$ cat src/rtl/cpu_load_frequency_governor_defines.svh
// Assertion macros shared by the governor RTL.
// Each macro expects signals named clk and rst in the scope where it is used.
`ifndef CPU_LOAD_FREQUENCY_GOVERNOR_DEFINES_SVH
`define CPU_LOAD_FREQUENCY_GOVERNOR_DEFINES_SVH

// Consequent must hold in the same cycle as the antecedent.
`define CLFG_ASSERT_IMP(label, ante, cons, msg) \
  label: assert property (@(posedge clk) disable iff (rst) (ante) |-> (cons)) \
    else $error(msg);

// Consequent must hold in the cycle after the antecedent.
`define CLFG_ASSERT_NXT(label, ante, cons, msg) \
  label: assert property (@(posedge clk) disable iff (rst) (ante) |=> (cons)) \
    else $error(msg);

`endif

$ cat src/rtl/clfg_pkg.sv
// Shared types, constants and helper functions of the CPU load frequency governor.
// No dependencies; every other RTL file except the assertion macro header imports this package.
`timescale 1ns / 1ps
`default_nettype none

package clfg_pkg;

  localparam int CPUS  = 16;
  localparam int FREQS = 32;

  localparam int TICK_W = 64;
  typedef logic [TICK_W-1:0] tick_t;

  localparam int CPU_IDX_W = 4;
  typedef logic [CPU_IDX_W-1:0] cpu_idx_t;
  localparam int CPU_CODES = 1 << CPU_IDX_W;

  localparam int SLOT_W = (CPUS > 1) ? $clog2(CPUS) : 1;
  typedef logic [SLOT_W-1:0] slot_t;

  localparam int FREQ_W = 5;
  typedef logic [FREQ_W-1:0] freq_t;
  localparam freq_t FREQ_MAX = FREQ_W'(FREQS - 1);

  localparam int PCT_W = 7;
  typedef logic [PCT_W-1:0] pct_t;
  localparam pct_t PCT_FULL = PCT_W'(100);

  // Quotient of num*100/total is below 100 when num < total, so it has PCT_W bits.
  localparam int QUO_BITS = PCT_W;
  localparam int REM_W    = TICK_W + PCT_W;
  localparam int CNT_W    = $clog2(QUO_BITS);

  localparam int CFG_IDX_W  = 3;
  localparam int CFG_DATA_W = 8;

  localparam logic [CFG_IDX_W-1:0] REG_LOW_PCT      = 3'd0;
  localparam logic [CFG_IDX_W-1:0] REG_HIGH_PCT     = 3'd1;
  localparam logic [CFG_IDX_W-1:0] REG_GRACE_POLLS  = 3'd2;
  localparam logic [CFG_IDX_W-1:0] REG_STRATEGY     = 3'd3;
  localparam logic [CFG_IDX_W-1:0] REG_NICE_AS_IDLE = 3'd4;
  localparam logic [CFG_IDX_W-1:0] REG_MIN_INDEX    = 3'd5;
  localparam logic [CFG_IDX_W-1:0] REG_MAX_INDEX    = 3'd6;

  localparam logic [1:0] STRAT_BATTERY    = 2'd0;
  localparam logic [1:0] STRAT_SMOOTH     = 2'd1;
  localparam logic [1:0] STRAT_AGGRESSIVE = 2'd2;

  localparam logic [1:0] CM_NONE = 2'd0;
  localparam logic [1:0] CM_MIN  = 2'd1;
  localparam logic [1:0] CM_MAX  = 2'd2;

  typedef logic [CPU_CODES-1:0][SLOT_W-1:0] slot_tbl_t;

  // Maps each CPU code onto a storage slot, code modulo CPUS.
  function automatic slot_tbl_t build_slot_table();
    slot_tbl_t t;
    for (int i = 0; i < CPU_CODES; i++) begin
      t[i] = SLOT_W'(i % CPUS);
    end
    return t;
  endfunction

  localparam slot_tbl_t SLOT_TABLE = build_slot_table();

  function automatic freq_t clamp_idx(logic [FREQ_W-1:0] x);
    return (x > FREQ_MAX) ? FREQ_MAX : x;
  endfunction

  typedef struct packed {
    tick_t user;
    tick_t nice;
    tick_t sys;
    tick_t intr;
    tick_t idle;
  } prev_t;

  typedef enum logic [3:0] {
    ST_IDLE,
    ST_DIFF,
    ST_SUM,
    ST_BUSY,
    ST_CMP,
    ST_TOTAL,
    ST_PREP,
    ST_DIV,
    ST_DECIDE
  } state_t;

  typedef struct packed {
    logic capture;
    logic diff;
    logic sum;
    logic busy;
    logic cmp;
    logic total;
    logic prep;
    logic div_step;
    logic commit;
  } cmd_t;

  typedef struct packed {
    logic last_cpu;
    logic out_full;
  } sts_t;

endpackage

`default_nettype wire

$ cat src/rtl/clfg_ctrl.sv
// Sequencer of the governor: steps one tick sample through the datapath.
// Depends on clfg_pkg and the assertion macro header.
`timescale 1ns / 1ps
`default_nettype none

`include "cpu_load_frequency_governor_defines.svh"

module clfg_ctrl (
  input  logic           clk,
  input  logic           rst,
  input  logic           in_valid,
  output logic           in_ready,
  input  clfg_pkg::sts_t sts,
  output clfg_pkg::cmd_t cmd
);
  import clfg_pkg::*;

  state_t           state;
  state_t           state_next;
  logic [CNT_W-1:0] div_cnt;

  always_ff @(posedge clk) begin
    if (rst) begin
      state <= ST_IDLE;
    end else begin
      state <= state_next;
    end
  end

  always_ff @(posedge clk) begin
    if (state == ST_PREP) begin
      div_cnt <= '0;
    end else if (state == ST_DIV) begin
      div_cnt <= div_cnt + CNT_W'(1);
    end
  end

  always_comb begin
    state_next = state;
    cmd        = '0;
    in_ready   = 1'b0;
    unique case (state)
      ST_IDLE: begin
        in_ready = 1'b1;
        if (in_valid) begin
          cmd.capture = 1'b1;
          state_next  = ST_DIFF;
        end
      end
      ST_DIFF: begin
        cmd.diff   = 1'b1;
        state_next = ST_SUM;
      end
      ST_SUM: begin
        cmd.sum    = 1'b1;
        state_next = ST_BUSY;
      end
      ST_BUSY: begin
        cmd.busy   = 1'b1;
        state_next = ST_CMP;
      end
      ST_CMP: begin
        cmd.cmp    = 1'b1;
        state_next = sts.last_cpu ? ST_TOTAL : ST_IDLE;
      end
      ST_TOTAL: begin
        cmd.total  = 1'b1;
        state_next = ST_PREP;
      end
      ST_PREP: begin
        cmd.prep   = 1'b1;
        state_next = ST_DIV;
      end
      ST_DIV: begin
        cmd.div_step = 1'b1;
        if (div_cnt == CNT_W'(QUO_BITS - 1)) begin
          state_next = ST_DECIDE;
        end
      end
      ST_DECIDE: begin
        // The decision is held back until the output register can take it.
        if (!sts.out_full) begin
          cmd.commit = 1'b1;
          state_next = ST_IDLE;
        end
      end
      default: begin
        state_next = ST_IDLE;
      end
    endcase
  end

  `CLFG_ASSERT_IMP(a_commit_free, cmd.commit, !sts.out_full, "commit into a full output register")
  `CLFG_ASSERT_IMP(a_div_bound, state == ST_DIV, div_cnt < QUO_BITS, "divide step count overran")
  `CLFG_ASSERT_NXT(a_one_item, cmd.capture, !in_ready, "new transfer taken while item in work")

endmodule

`default_nettype wire

$ cat config.mk
export PLATFORM = sky130hd
export DESIGN_NAME = clfg_ctrl
export DESIGN_NICKNAME = d
export VERILOG_FILES = /design/src/rtl/clfg_pkg.sv /design/src/rtl/clfg_ctrl.sv
export VERILOG_INCLUDE_DIRS = /design/src /design/src/rtl
export SDC_FILE = /design/constraint.sdc
export NUM_CORES = 1
export LEC_CHECK = 0
export BUFFER_PORTS_ARGS = -buffer_cell sky130_fd_sc_hd__buf_4
export CAP_MARGIN = 20
export CORE_AREA = 4 4 45 47
export CTS_CLUSTER_SIZE = 28
export DETAILED_ROUTE_END_ITERATION = 16
export DIE_AREA = 0 0 49 51
export SKIP_LAST_GASP = 1
export SYNTH_ARGS = -nofsm -noshare
export SYNTH_HDL_FRONTEND = slang
export SYNTH_SLANG_ARGS = --single-unit
$ cat constraint.sdc
create_clock -name clk -period 1.6 [get_ports clk]
set_input_delay 0 -clock clk [delete_from_list [all_inputs] [get_ports clk]]
set_output_delay 0 -clock clk [all_outputs]
set_load 0.02 [all_outputs]
==> summary.txt <==
Status
  • Status: finished clean

CTS
  • Post-CTS Setup Inserts: 0
  • CTS HTree Levels: 1
  • Max clock buf depth: 2
  • TritonCTS Buffers: 3
  • Reg clk slew, reported paths: 0.05 ns
  • CTS tree: built
  • Clock sinks: 7
  • Clk root buf: clkbuf_4
  • Clock insertion delay at the later pin of the skew report: 0.25 ns

Cells and area
  • P&R area growth vs syn: 29.2%
  • Fillcell total: 179
  • Share of layout cells above drive strength 1: 0.270
  • Nets: 82
  • Ant. Diodes: 0
  • Register area: 140 um2
  • Area of the multi-input gates: 300 um2

Flow run
  • Max-cap viol count: 0

Place
  • Dpl hpwl: 723 um
  • Number of port buffers: 14
  • Pre-CTS WS: 0.237 ns
  • RD Place Congestion: 0.724

Logic synthesis
  • #FFs+latches synth: 7
  • Post-synth EDFFs: 0
  • Post-synth top area cell: dfxtp_1
  • Syn avg cell area: 8.06 um2
  • Prevailing post-synth register cell: dfxtp_1
  • Synth top area share: 0.295
  • Commonest cells post-synth: dfxtp_1, nand2b_1, nor2b_1, o21ai_0
  • Synth cell types: 29
  • Ys async rst share: 0
  • Most frequent cell after synthesis: dfxtp_1
  • Cells after Synth: 59
  • Synth area leaders: dfxtp_1, nand2b_1, ha_1
  • Sequential cell area fraction in the yosys report: 0.295
  • Warnings from Yosys: 0
  • Mapped cell area: 475 um2
  • Syn nets: 66

Drt
  • Vias/cell: 4.82
  • Post-DRT Antenna Nets: 0
  • Post-Route WL: 960 um
  • Drt pass-1 iters: 2
  • DR WL/cell: 10.5 um
  • Via count: 439
  • DRC errors left: 0
  • Number of DRC markers in iteration 0: 3

Timing
  • RSZ-0062 raised after global routing: no
  • Fin worst setup slack: 0.194 ns
  • Peak Freq: 711 MHz
  • Final setup TNS: 0 ns
  • Tcrit/Tclk final: 0.879
  • Slew @ Worst Pin: 0.440 ns
  • Final setup vio count: 0
  • Relative slew margins: 0.706
  • Final count of pins violating max slew: 0
  • Final Hold Violating Endpoints: 0
  • Crit path time final: 1.41 ns
  • Layout Skew: 0.00336 ns

Setup path
  • Crit Path Category: reg2out
  • Arr. time, crit path: 1.41 ns
  • CP max FO: 14
  • Critical Path Source Type: flip-flop
  • Worst Path Required: 1.60 ns
  • Crit. End Element: output pin

Die
  • Die width: 49 um
  • Boundary Pins: 15
  • Initial Utilization: 0.288
  • Core footprint: 1650 um2
  • Die Height: 51 um
  • Row count: 15
  • Die area: 2500 um2

Power and ir drop
  • Reg power frac: 0.382
  • Switching part of the total power: 0.398
  • Worst IR Drop VDD: 0.664 mV
  • P_sw: 326 uW
  • Pint: 493 uW
  • Power Density: 1330 nW/um2
  • Static leakage: 0.275 nW
  • Clock Power Share: 0.196
  • Comb pwr share: 0.422

GRT
  • Largest net degree at the start of global routing: 15
  • GRT Total Usage: 0.0789
  • Initial antenna violation count: 0
  • Global-route wire length before repair: 1.57 mm
  • Grt ovf: 0
  • Vias in the first global route: 420

Hold path
  • Hold Path Class: in2reg
==> layout by cell type, fill, tap and decap left out, drive strengths merged <==
cell type / count
clkbuf: 4
nor2: 4
nand2b: 6
xnor2: 1
and3: 2
nand4b: 2
nor3b: 1
and2: 1
nor3: 3
or3: 1
xor2: 1
buf: 14
a21oi: 4
a211o: 1
a2111o: 1
dfxtp: 7
nor2b: 4
a21o: 1
inv: 3
a31oi: 1
dlygate4sd3: 1
ha: 2
o31ai: 1
nand3b: 1
nand2: 2
nor4: 1
o21ai: 4
==> registers in the layout (all words and copies together) (netlist names) <==
signal,count
state,4
div_cnt,3
==> critical path: stages, from the launching register on <==
cell	delay (ns)
dfxtp_1	0.43
nor4_2	0.41
and2_1	0.18
buf_4	0.13
==> what timing repair did <==
action | in CTS | in global routing
gates resized for setup | 0 | 0
hold buffers | 1 | 0
endpoints found under the hold margin | 3 | 0
==> layout make-up <==
class,count,share of cell area
Tap cell,17,0.0346
Clock buffer,4,0.0428
Multi-Input combinational cell,45,0.489
Inverter,3,0.0183
Sequential cell,7,0.228
Timing Repair Buffer,15,0.187
==> path summary, 6_finish.rpt <==
kind | from | to | slack, ns | depth (start not counted)
setup / recovery | state[1] | cmd[8] | 0.19 | 3
hold / removal | sts[1] | state[2] | 0.10 | 3
setup reg to reg | state[0] | state[3] | 0.23 | 3
hold reg to reg | div_cnt[1] | div_cnt[1] | 0.49 | 2
==> per-stage QoR <==
step	area, um2	util	power [mW]	hold slack [ns]	cells
3_3_place_gp	578	0.350	0.663	0.190	86
2_1_floorplan	482	-	0.567	0.0624	59
4_1_cts	614	0.372	0.827	0.101	91
5_1_grt	614	0.372	0.888	0.103	91
6_report	614	0.372	0.819	0.103	91
3_5_place_dp	578	0.350	0.659	0.186	86
==> routing by layer <==
metal  routed length [um]  share of wire  GRT usage  up-vias
met4                    0              0     0.0135        0
met3                   63          0.066     0.0350        0
met5                    0              0          0        -
met2                  478           0.50      0.146       10
met1                  418           0.44     0.0830      196
li1                     -              -          -      233
==> cell families (layout without fill, tap and decap cells) <==
kind of cell | count (synthesis) | count (layout) | share of synthesized area
AOI/OAI and AO/OA | 13 | 13 | 0.179
xor gates and xnor gates | 2 | 2 | 0.0368
adders and majority gates | 2 | 2 | 0.0526
buffers and inverters | 7 | 22 | 0.0868
DFF | 7 | 7 | 0.295
and+or+nand+nor | 28 | 28 | 0.350
==> power groups by stage <==
stage,registers (mW),logic [mW],clock network (mW)
final,0.313,0.346,0.160
after global routing,0.325,0.381,0.182
after CTS,0.311,0.351,0.165
after detailed placement,0.314,0.345,0
after global placement,0.314,0.349,0
after floorplan,0.258,0.309,0
Power figures use the tool's default switching activity.
